<file path="config.mk">
export PLATFORM = sky130hd
export DESIGN_NAME = smtp_reply_parser_core
export DESIGN_NICKNAME = d
export VERILOG_FILES = /design/src/sv/srp_pkg.sv /design/src/sv/srp_front.sv /design/src/sv/srp_queue.sv /design/src/sv/srp_back.sv /design/src/sv/smtp_reply_parser_core.sv
export SDC_FILE = /design/constraint.sdc
export NUM_CORES = 1
export LEC_CHECK = 0
export ABC_AREA = 1
export BUFFER_PORTS_ARGS = -buffer_cell sky130_fd_sc_hd__buf_2
export CELL_PAD_IN_SITES_DETAIL_PLACEMENT = 1
export CELL_PAD_IN_SITES_GLOBAL_PLACEMENT = 1
export CORE_MARGIN = 8
export CORE_UTILIZATION = 46
export DETAILED_ROUTE_END_ITERATION = 8
export GPL_TIMING_DRIVEN = 1
export PLACE_DENSITY = 0.81
export SETUP_SLACK_MARGIN = 0.02
export SLEW_MARGIN = 20
export SYNTH_ARGS = -nofsm -noshare
export SYNTH_HDL_FRONTEND = slang
export SYNTH_SLANG_ARGS = --single-unit
</file>
<file path="constraint.sdc">
create_clock -name clock -period 6.7 [get_ports clock]
set_clock_uncertainty 0.1 [all_clocks]
set_input_delay 1.005 -clock clock [delete_from_list [all_inputs] [get_ports clock]]
set_output_delay 1.005 -clock clock [all_outputs]
set_load 0.01 [all_outputs]
</file>
<file path="src/sv/srp_pkg.sv">
// ----------------------------------------------------------------------------
// SMTP reply parser package
// Types, codes and constants shared by the reply parser modules.
// ----------------------------------------------------------------------------
package srp_pkg;

   // Default sizing
   localparam int LINE_LIMIT_MAX_DEF = 1024;
   localparam int QUEUE_DEPTH_DEF    = 4;

   // Register file
   localparam int CFG_W          = 11;
   localparam int CSR_ADDR_W     = 3;
   localparam int CSR_DATA_W     = 32;
   localparam logic [CFG_W-1:0] CFG_RESET_MAX_LINE = 11'd512;
   localparam logic CSR_IDX_MAX_LINE = 1'b0;

   // Line rules
   localparam int MIN_LINE   = 6;
   localparam int SEP_POS    = 3;
   localparam int TEXT_START = 4;

   localparam logic [7:0] CHAR_DASH  = 8'h2D;
   localparam logic [7:0] CHAR_SPACE = 8'h20;
   localparam logic [7:0] CHAR_CR    = 8'h0D;
   localparam logic [7:0] CHAR_LF    = 8'h0A;

   // Result event codes
   typedef enum logic [1:0] {
      EV_TEXT  = 2'd0,
      EV_LINE  = 2'd1,
      EV_ERROR = 2'd2
   } srp_event_type;

   // One result beat, less the reply code
   typedef struct packed {
      srp_event_type ev;
      logic [7:0]    txt;
      logic          fin;
   } srp_res_type;

   // Results caused by one input byte
   typedef struct packed {
      logic          two_res;
      srp_res_type   res0;
      srp_res_type   res1;
      logic [23:0]   code;
   } srp_entry_type;

   // Queue status towards front and back
   typedef struct packed {
      logic empty;
      logic full;
   } srp_qstat_type;

endpackage

</file>
<file path="src/sv/srp_front.sv">
// ----------------------------------------------------------------------------
// SMTP reply parser front end
// Tracks line state per received byte and builds the result entry it causes.
// ----------------------------------------------------------------------------
module srp_front #(
   parameter int LINE_LIMIT_MAX = srp_pkg::LINE_LIMIT_MAX_DEF
) (
   input  logic                        clock,
   input  logic                        reset,
   input  logic [srp_pkg::CFG_W-1:0]   max_line_bytes,
   input  logic                        byte_take,
   input  logic [7:0]                  rx_byte,
   output logic                        ent_push,
   output srp_pkg::srp_entry_type      ent
);
   import srp_pkg::*;

   localparam int POS_W = $clog2(LINE_LIMIT_MAX) + 1;
   localparam int LIM_W = (POS_W > CFG_W) ? POS_W : CFG_W;
   localparam logic [LIM_W-1:0] LIM_LO = LIM_W'(MIN_LINE);
   localparam logic [LIM_W-1:0] LIM_HI = LIM_W'(LINE_LIMIT_MAX);

   logic [POS_W-1:0] pos_ff, pos_in;
   logic [23:0]      code_ff, code_in;
   logic [7:0]       sep_ff, sep_in;
   logic             held_ff, held_in;
   logic             first_ff, first_in;

   logic [LIM_W-1:0] cfg_ext, limit_w;
   logic [POS_W-1:0] limit, pos_inc;
   logic             lf_end, line_ok, sep_final, cr_rel, lim_hit;
   logic             main_vld;
   srp_res_type      cr_res, main_res;

   // Saturated line limit
   always_comb begin
      cfg_ext = LIM_W'(max_line_bytes);
      if (cfg_ext < LIM_LO) begin
         limit_w = LIM_LO;
      end else if (cfg_ext > LIM_HI) begin
         limit_w = LIM_HI;
      end else begin
         limit_w = cfg_ext;
      end
      limit = limit_w[POS_W-1:0];
   end

   assign pos_inc   = pos_ff + 1'b1;
   assign lf_end    = held_ff && (rx_byte == CHAR_LF);
   assign sep_final = (sep_ff == CHAR_SPACE);
   assign line_ok   = (pos_inc >= POS_W'(MIN_LINE)) &&
                      ((sep_ff == CHAR_DASH) || sep_final);
   assign cr_rel    = held_ff && !first_ff && (pos_ff >= POS_W'(TEXT_START + 1));
   assign lim_hit   = (pos_inc >= limit);

   // Next line state and results for this byte
   always_comb begin
      pos_in   = pos_ff;
      code_in  = code_ff;
      sep_in   = sep_ff;
      held_in  = held_ff;
      first_in = first_ff;
      main_vld = 1'b0;
      main_res = '{ev: EV_TEXT, txt: 8'd0, fin: 1'b0};
      cr_res   = '{ev: EV_TEXT, txt: CHAR_CR, fin: 1'b0};

      if (lf_end) begin
         // CR LF closes the line
         main_vld = 1'b1;
         if (line_ok) begin
            main_res = '{ev: EV_LINE, txt: 8'd0, fin: sep_final};
            first_in = sep_final;
         end else begin
            main_res = '{ev: EV_ERROR, txt: 8'd0, fin: 1'b0};
            first_in = 1'b1;
         end
         pos_in  = '0;
         sep_in  = '0;
         held_in = 1'b0;
      end else begin
         held_in = 1'b0;
         // Reply code capture on the first line
         if (first_ff && (pos_ff < POS_W'(SEP_POS))) begin
            case (pos_ff[1:0])
               2'd0:    code_in[7:0]   = rx_byte;
               2'd1:    code_in[15:8]  = rx_byte;
               default: code_in[23:16] = rx_byte;
            endcase
         end
         if (pos_ff == POS_W'(SEP_POS)) begin
            sep_in = rx_byte;
         end
         if (lim_hit) begin
            main_vld = 1'b1;
            main_res = '{ev: EV_ERROR, txt: 8'd0, fin: 1'b0};
            first_in = 1'b1;
            pos_in   = '0;
            sep_in   = '0;
         end else begin
            pos_in = pos_inc;
            if (rx_byte == CHAR_CR) begin
               held_in = 1'b1;
            end else if (!first_ff && (pos_ff >= POS_W'(TEXT_START))) begin
               main_vld = 1'b1;
               main_res = '{ev: EV_TEXT, txt: rx_byte, fin: 1'b0};
            end
         end
      end
   end

   // Entry packing: a released CR always goes first
   always_comb begin
      ent.code = code_ff;
      if (!lf_end && cr_rel) begin
         ent.res0    = cr_res;
         ent.res1    = main_res;
         ent.two_res = main_vld;
         ent_push    = byte_take;
      end else begin
         ent.res0    = main_res;
         ent.res1    = main_res;
         ent.two_res = 1'b0;
         ent_push    = byte_take && main_vld;
      end
   end

   // Line state registers
   always_ff @(posedge clock) begin
      if (reset) begin
         pos_ff   <= '0;
         code_ff  <= '0;
         sep_ff   <= '0;
         held_ff  <= 1'b0;
         first_ff <= 1'b1;
      end else if (byte_take) begin
         pos_ff   <= pos_in;
         code_ff  <= code_in;
         sep_ff   <= sep_in;
         held_ff  <= held_in;
         first_ff <= first_in;
      end
   end

endmodule

</file>
<file path="src/sv/srp_queue.sv">
// ----------------------------------------------------------------------------
// SMTP reply parser entry queue
// Small FIFO of result entries between the front and back ends.
// ----------------------------------------------------------------------------
module srp_queue #(
   parameter int DEPTH = srp_pkg::QUEUE_DEPTH_DEF
) (
   input  logic                     clock,
   input  logic                     reset,
   input  logic                     wr_en,
   input  srp_pkg::srp_entry_type   wr_ent,
   input  logic                     rd_en,
   output srp_pkg::srp_entry_type   rd_ent,
   output srp_pkg::srp_qstat_type   qstat
);
   import srp_pkg::*;

   localparam int PTR_W = (DEPTH > 1) ? $clog2(DEPTH) : 1;
   localparam int CNT_W = $clog2(DEPTH + 1);

   srp_entry_type    slot_ff [DEPTH];
   logic [PTR_W-1:0] wr_ptr_ff, rd_ptr_ff;
   logic [CNT_W-1:0] cnt_ff;
   logic             do_wr, do_rd;

   assign qstat.empty = (cnt_ff == '0);
   assign qstat.full  = (cnt_ff == CNT_W'(DEPTH));
   assign do_wr       = wr_en && !qstat.full;
   assign do_rd       = rd_en && !qstat.empty;
   assign rd_ent      = slot_ff[rd_ptr_ff];

   // Entry storage
   always_ff @(posedge clock) begin
      if (do_wr) begin
         slot_ff[wr_ptr_ff] <= wr_ent;
      end
   end

   // Pointers and fill count
   always_ff @(posedge clock) begin
      if (reset) begin
         wr_ptr_ff <= '0;
         rd_ptr_ff <= '0;
         cnt_ff    <= '0;
      end else begin
         if (do_wr) begin
            wr_ptr_ff <= (wr_ptr_ff == PTR_W'(DEPTH - 1)) ? '0 : wr_ptr_ff + 1'b1;
         end
         if (do_rd) begin
            rd_ptr_ff <= (rd_ptr_ff == PTR_W'(DEPTH - 1)) ? '0 : rd_ptr_ff + 1'b1;
         end
         if (do_wr && !do_rd) begin
            cnt_ff <= cnt_ff + 1'b1;
         end else if (do_rd && !do_wr) begin
            cnt_ff <= cnt_ff - 1'b1;
         end
      end
   end

endmodule

</file>
<file path="src/sv/srp_back.sv">
// ----------------------------------------------------------------------------
// SMTP reply parser back end
// Splits each queued entry into one or two result beats.
// ----------------------------------------------------------------------------
module srp_back (
   input  logic                     clock,
   input  logic                     reset,
   input  srp_pkg::srp_entry_type   head,
   input  srp_pkg::srp_qstat_type   qstat,
   input  logic                     beat_pop,
   output logic                     head_pop,
   output logic [1:0]               event_res,
   output logic [7:0]               text_byte,
   output logic [7:0]               code_char_0,
   output logic [7:0]               code_char_1,
   output logic [7:0]               code_char_2,
   output logic                     final_line,
   output logic                     last
);
   import srp_pkg::*;

   logic        sub_ff, sub_in;
   srp_res_type cur;
   logic        take;

   // Current beat of the head entry
   assign cur  = sub_ff ? head.res1 : head.res0;
   assign last = !head.two_res || sub_ff;
   assign take = beat_pop && !qstat.empty;

   assign event_res   = cur.ev;
   assign text_byte   = cur.txt;
   assign final_line  = cur.fin;
   assign code_char_0 = (cur.ev == EV_LINE) ? head.code[7:0]   : 8'd0;
   assign code_char_1 = (cur.ev == EV_LINE) ? head.code[15:8]  : 8'd0;
   assign code_char_2 = (cur.ev == EV_LINE) ? head.code[23:16] : 8'd0;

   // Retire the entry on its last beat
   always_comb begin
      head_pop = 1'b0;
      sub_in   = sub_ff;
      if (take) begin
         if (last) begin
            head_pop = 1'b1;
            sub_in   = 1'b0;
         end else begin
            sub_in = 1'b1;
         end
      end
   end

   always_ff @(posedge clock) begin
      if (reset) begin
         sub_ff <= 1'b0;
      end else begin
         sub_ff <= sub_in;
      end
   end

endmodule

</file>
<file path="src/sv/smtp_reply_parser_core.sv">
// One byte of a server reply is taken per cycle while req_full is low; each
// byte yields zero, one or two result beats (a held CR released as text, then
// a text byte, line-complete or protocol-error event). The front end computes
// its next line state combinationally, so input runs at one byte per clock
// while req_full is low; a small queue between front and back lets results
// stall without stopping input until it fills, and a two-beat entry leaves it
// with its second beat. Each entry is registered in the queue before output.
// ----------------------------------------------------------------------------
// SMTP reply parser core
// Top level: register port, front end, entry queue and back end.
// ----------------------------------------------------------------------------
module smtp_reply_parser_core #(
   parameter int LINE_LIMIT_MAX = srp_pkg::LINE_LIMIT_MAX_DEF,
   parameter int QUEUE_DEPTH    = srp_pkg::QUEUE_DEPTH_DEF
) (
   input  logic                            clock,
   input  logic                            reset,
   // input channel
   input  logic                            req_push,
   output logic                            req_full,
   input  logic [7:0]                      req_rx_byte,
   // result channel
   output logic                            rsp_empty,
   input  logic                            rsp_pop,
   output logic [1:0]                      rsp_event_res,
   output logic [7:0]                      rsp_text_byte,
   output logic [7:0]                      rsp_code_char_0,
   output logic [7:0]                      rsp_code_char_1,
   output logic [7:0]                      rsp_code_char_2,
   output logic                            rsp_final_line,
   output logic                            rsp_last,
   // register port
   input  logic                            csr_psel,
   input  logic                            csr_penable,
   input  logic                            csr_pwrite,
   input  logic [srp_pkg::CSR_ADDR_W-1:0]  csr_paddr,
   input  logic [srp_pkg::CSR_DATA_W-1:0]  csr_pwdata,
   output logic [srp_pkg::CSR_DATA_W-1:0]  csr_prdata,
   output logic                            csr_pready
);
   import srp_pkg::*;

   logic [CFG_W-1:0] max_line_ff;
   logic             csr_wr, byte_take, ent_push, head_pop;
   srp_entry_type    ent, head;
   srp_qstat_type    qstat;

   // Register port
   assign csr_pready = 1'b1;
   assign csr_wr     = csr_psel && csr_penable && csr_pwrite && csr_pready;
   assign csr_prdata = (csr_paddr[2] == CSR_IDX_MAX_LINE) ?
                       CSR_DATA_W'(max_line_ff) : '0;

   always_ff @(posedge clock) begin
      if (reset) begin
         max_line_ff <= CFG_RESET_MAX_LINE;
      end else if (csr_wr && (csr_paddr[2] == CSR_IDX_MAX_LINE)) begin
         max_line_ff <= csr_pwdata[CFG_W-1:0];
      end
   end

   // Channel handshakes
   assign req_full  = qstat.full;
   assign rsp_empty = qstat.empty;
   assign byte_take = req_push && !req_full;

   srp_front #(
      .LINE_LIMIT_MAX (LINE_LIMIT_MAX)
   ) u_front (
      .clock          (clock),
      .reset          (reset),
      .max_line_bytes (max_line_ff),
      .byte_take      (byte_take),
      .rx_byte        (req_rx_byte),
      .ent_push       (ent_push),
      .ent            (ent)
   );

   srp_queue #(
      .DEPTH (QUEUE_DEPTH)
   ) u_queue (
      .clock  (clock),
      .reset  (reset),
      .wr_en  (ent_push),
      .wr_ent (ent),
      .rd_en  (head_pop),
      .rd_ent (head),
      .qstat  (qstat)
   );

   srp_back u_back (
      .clock       (clock),
      .reset       (reset),
      .head        (head),
      .qstat       (qstat),
      .beat_pop    (rsp_pop),
      .head_pop    (head_pop),
      .event_res   (rsp_event_res),
      .text_byte   (rsp_text_byte),
      .code_char_0 (rsp_code_char_0),
      .code_char_1 (rsp_code_char_1),
      .code_char_2 (rsp_code_char_2),
      .final_line  (rsp_final_line),
      .last        (rsp_last)
   );

endmodule

</file>
**After elaboration in Yosys (flattened, before gate mapping)**

Memory sizes are Yosys's and may differ from the RTL's. A register that Yosys moved wholly into a read port is not among the register bits.
Cells that the tools add are included.

- Memories: 1
- Output and inout port bits: 71
- Word-level logic and storage cells: 115
- Register bits after elaboration: 64
- RAM bits: 188

- Equality and inequality tests: 10
- Reduce and logical (&&, ||, !) cells: 37
- Bitwise gates (word level): 3
- $lt $le $gt $ge: 7
- Add/sub/neg operators: 5
- Muxes and demuxes: 40

Memory list:

| memory | depth | bits a word | rd ports | clocked after Yosys merged registers in | write ports | RTL line | text |
|---|---|---|---|---|---|---|---|
| u_queue.slot_ff | 4 | 47 | 1 | 1 | 1 | srp_queue.sv:21 | `srp_entry_type slot_ff [DEPTH];` |

Operators by type and width:

| operator | count |
|---|---|
| $mux 11 | 10 |
| $mux 8 | 6 |
| $ge 11x3->1 const B | 3 |
| $mux 23 | 1 |
| $logic_and 1x1->1 | 17 |
| $eq 8x4->1 const B | 2 |
| $eq 8x6->1 const B | 2 |
| $mux 1 | 16 |
| $reduce_and 4->1 | 3 |
| $add 11x1->11 const B | 1 |
| $eq 11x2->1 const B | 1 |
| $ge 11x11->1 | 1 |
| $gt 11x11->1 const B | 1 |
| $lt 11x2->1 const B | 1 |
| $lt 11x3->1 const B | 1 |
| $mux 9 | 1 |
| $mux 2 | 4 |
| $logic_not 1->1 | 7 |
| $mux 3 | 2 |
| $add 2x1->2 const B | 2 |
| $eq 2x1->1 const B | 2 |
| $eq 2x2->1 const B | 2 |
| $reduce_and 2->1 | 2 |
| $reduce_bool 2->1 | 2 |
| 9 further kinds | 12 |

**Logic depth before layout (Yosys ltp)**

- Depth in word-level cells: 13
- Mapped depth: 26

**Hierarchy**

A second synthesis with hierarchy kept.

- Cell total of the unflattened synthesis: 1166
- Area total of the unflattened synthesis: 11898.9 um2

By module, submodules not included:

| module | times used | cells an instance | area an instance (um2) | seq. area each (um2) |
|---|---|---|---|---|
| srp_queue | 1 | 526 | 7882.6 | 5825.6 |
| srp_front | 1 | 416 | 2790.2 | 900.9 |
| smtp_reply_parser_core | 1 | 123 | 750.7 | 220.2 |
| srp_back | 1 | 101 | 475.5 | 20.0 |

**Worst setup path before layout**

No wires, ideal clock.

- Path type: register to register
- Start point: register u_front.pos_ff[0]
- End point: memory u_queue.slot_ff[0][0] (netlist bit) (enable)
- Path slack: 2.034 ns
- Arrival: 4.114 ns
- Stages on the path, launching flop included: 16
- Buffers on the path: 0
- Required time: 6.148 ns
- Cells stage by stage: dfxtp_1 ha_1 nand4_1 nor2_1 inv_1 nand2_1 inv_1 ha_1 nand2_1 nor2_1 nand3_1 nor3_1 nor2_2 nand4_1 nand2_1 nor2_1

- Word-level cells in the longest chain between the ends: 11

RTL lines:

| what | RTL line | text |
|---|---|---|
| start, declared | srp_front.sv:23 | `logic [POS_W-1:0] pos_ff, pos_in;` |
| start signal, assigned | srp_front.sv:136 | `pos_ff <= pos_in;` |
| branches (longest 7 deep; another with $add 11x1->11) | n/a |  |
| $mux 1 * | srp_front.sv:114 | `if (!lf_end && cr_rel) begin` |
| $logic_and 1x1->1 * | srp_queue.sv:28 | `assign do_wr = wr_en && !qstat.full;` |
| $mux 1 * | srp_queue.sv:34 | `if (do_wr) begin` |
| $mux 1 (implied by the code) * | srp_queue.sv:35 | `slot_ff[wr_ptr_ff] <= wr_ent;` |
| end, declared | srp_queue.sv:21 |  |

Every way passes the cells marked *.

==> impl_metrics.py <==
metrics = {
    "yosys": {
        "synth_edf_count": 188,
        "yosysSeqAreaShare_pct": 62.4,
        "netlist_instances": 1141,
        "yosysUniqueCellTypes": 40,
        "synth_async_sr_flop_share_pct": 0,
        "synth_seq_cells": 254,
        "yosys_most_used_dff": "edfxtp_1",
        "avgSynthCellArea_um2": 9.79,
        "yosysWarnings": 0,
        "synth_area_um2": 11200,
    },
    "cells_and_area": {
        "seq_area_um2": 6970,
        "area_delta_synth_final_pct": 13.7,
        "drive_gt1_share_pct": 13.3,
        "multi_input_area_um2": 3560,
        "fill_cells": 2758,
        "fin_cells": 1553,
        "final_common_cell": "nor2_1",
        "layout.nets": 1279,
        "final_cell_mix": "nor2_1, edfxtp_1, o21ai_0",
    },
    "floorplan": {
        "die_x_um": 172,
        "io_pins": 121,
        "coreArea_um2": 24100,
        "die_h_um": 172,
        "core.rowCount": 57,
        "dieArea_um2": 29500,
        "start_util_pct": 46.3,
    },
    "clocking": {
        "clockBufferDepth": 3,
        "htree_levels": 1,
        "clkTransAtPathRegs_ns": 0.06,
        "postCtsSetupRepairBufs": 0,
        "cts_root_buffer": "clkbuf_16",
        "cts_buffers": 27,
        "ctsResizeCount": 0,
        "cts_hold_buffers": 0,
        "clock_latency_ns": 0.53,
        "clock_sinks": 254,
        "cts_tree": "yes",
    },
    "power_and_ir_drop": {
        "switchingPower_uw": 1820,
        "powerDensity_nw_per_um2": 401,
        "comb_power_share_pct": 30.2,
        "p_sw_share_pct": 35.7,
        "p_leak_uw": 0.00503,
        "clkPwrFrac_pct": 30.2,
        "vdd_ir_drop_max_v": 0.000254,
        "seq_power_share_pct": 39.6,
        "p_int_uw": 3280,
    },
    "worst_setup_path": {
        "setup.worst_path.start_class": "flip-flop",
        "crit_end": "rsp_code_char_0[7]",
        "critPathRequiredTime_ns": 5.59,
        "path_cells": "clkinv_2 -> buf_4 -> nor2_1 -> o22ai_1 -> nand2_1 -> nand2_1 -> o211ai_1 -> buf_4 -> a21oi_1 -> buf_2",
        "crit_arrival_ns": 4.17,
        "critPathKind": "flip-flop to output port",
        "cp-end-kind": "output port",
        "critPathMaxStageDelay_ns": 0.96,
        "reg2reg_from": "u_front.pos_ff[0]",
        "r2r_slack_ns": 1.90,
        "slowest_stage": "clkinv_2",
        "crit-reg2reg-capture": "u_queue.cnt_ff[1]",
        "reg2reg_depth": 20,
        "crit_fanout": 70,
    },
    "timing": {
        "max_freq_ghz": 0.190,
        "final.period_utilization_pct": 78.7,
        "finalSetupViolations": 0,
        "worst_pin_slew_ns": 1.02,
        "rsz0062_at_grt": "false",
        "finalSetupTns_ns": 0,
        "fin_crit_ns": 5.27,
        "slew-limit-headroom_pct": 31.6,
        "hold_viol": 0,
        "slew_violations": 0,
        "hold_ws_ns": 0.387,
    },
    "run_status": {
        "outcome": "finished clean",
    },
    "min_path": {
        "hp-class": "flip-flop to flip-flop",
    },
    "global_routing": {
        "grt_pass1_wl_um": 47500,
        "grt_start_max_net_pins": 71,
        "grt_overflow": 0,
        "grt.total_usage_pct": 20.5,
        "grt_pass1_vias": 8907,
        "antenna_found_initial": 1,
    },
    "drt": {
        "routed_via_density": 5.34,
        "wirelength_um": 30000,
        "dr.pass1.iters": 5,
        "drc": 0,
        "vias": 8288,
        "wl_per_cell_um": 19.3,
        "drtIter0Drc": 537,
        "ant_nets": 0,
    },
    "flow_run": {
        "max-cap-violations": 0,
    },
    "place": {
        "dp_cells": 1502,
        "gp_congestion": 0.834,
        "dp_hpwl_um": 19400,
        "port_buffers": 75,
    },
}
[registers in the layout, indices dropped and copies added (netlist names), named ones only]
register and cells:
u_front.first_ff 1, u_front.sep_ff 8, u_queue.slot_ff 188, u_queue.rd_ptr_ff 2
u_back.sub_ff 1, u_queue.cnt_ff 3, u_front.held_ff 1, u_front.pos_ff 11
u_queue.wr_ptr_ff 2, u_front.code_ff 24, max_line_ff 11
[kinds of logic after synthesis]
group,after synthesis,share of synthesized area [%]
flip-flops,254,62.4
AND/OR/NAND/NOR,474,17.9
adder cells (fa/ha/maj),22,2.53
AO/OA/AOI/OAI,222,10.4
other,2,0.0673
buffers and inverters,166,6.66
XOR/XNOR,1,0.0785
[per-stage QoR]
stage	instance area (µm²)	worst slack (ns)	total power, µW	utilization (%)
after detailed placement	11800	1.87	3590	48.8
after CTS	12700	1.73	5130	52.7
after floorplan	11200	2.03	3030	-
after global placement	11800	1.97	3500	48.8
final	12700	1.43	5100	52.7
after global routing	12700	1.17	5380	52.7
[cell usage after synthesis (3+ instances only)]
cell      count  share of area, %
inv_1        88               3.0
a21oi_1      53               2.4
nand3_2       3              0.27
o22ai_1      14              0.78
buf_4        24               1.6
nand2_1     110               3.7
dfxtp_1      66                12
nand3_1      31               1.4
ha_1         21               2.4
nor2_2        4              0.22
buf_1         4              0.13
buf_2        10              0.45
nor2_1      281               9.4
edfxtp_1    188                51
clkbuf_1     30               1.0
nor3_1       20              0.90
o21ai_1       8              0.36
o21ai_0     133               6.0
inv_2         6              0.20
nand4_1       9              0.50
a31oi_1       9              0.50
nand3b_1      3              0.20
[cell type report]
cell class                      instances  share of cell area, %
Antenna cell                            1                 0.0197
Sequential cell                       254                   54.9
Multi-Input combinational cell        741                   28.0
Timing Repair Buffer                   87                   3.67
Inverter                               96                   2.87
Clock inverter                         15                   1.31
Tap cell                              324                   3.19
Clock buffer                           35                   6.04
[routing by layer]
metal  share of wire, %  GRT usage [%]  wire length [µm]
met3                4.0           2.50              1210
met2                 51           37.2             15300
met4                2.7           7.72               823
met1                 42           24.6             12700
met5                  0              0                 0
[worst max-delay path: cells and delay by family, from the launching register on]
family	cells	cell delay, ns
AOI/OAI and AO/OA	3	0.34
and+or+nand+nor	3	0.36
DFF	1	0.86
buffers and inverters	4	2.01
[how the worst min path moves through the flow]
stage               slack [ns]  cells after the start                endpoint                 from
finish                    0.39                      2          max_line_ff[7]       max_line_ff[7]
global route              0.42                      0  u_queue.slot_ff[0][17]  u_front.code_ff[17]
CTS                       0.39                      2          max_line_ff[7]       max_line_ff[7]
detailed placement        0.38                      2          max_line_ff[7]       max_line_ff[7]
global placement          0.36                      2       u_front.sep_ff[6]    u_front.sep_ff[6]
floorplan                 0.35                      2       u_front.sep_ff[6]    u_front.sep_ff[6]
[power by group through the flow]
| stage | Sequential, µW | Combinational, µW | Clock (µW) |
|---|---|---|---|
| after floorplan | 1990 | 1040 | 0 |
| after global placement | 2030 | 1470 | 0 |
| after detailed placement | 2050 | 1540 | 0 |
| after CTS | 2020 | 1560 | 1560 |
| after global routing | 2040 | 1720 | 1610 |
| final | 2020 | 1540 | 1540 |
No activity file was read; power rests on OpenSTA's default activity.
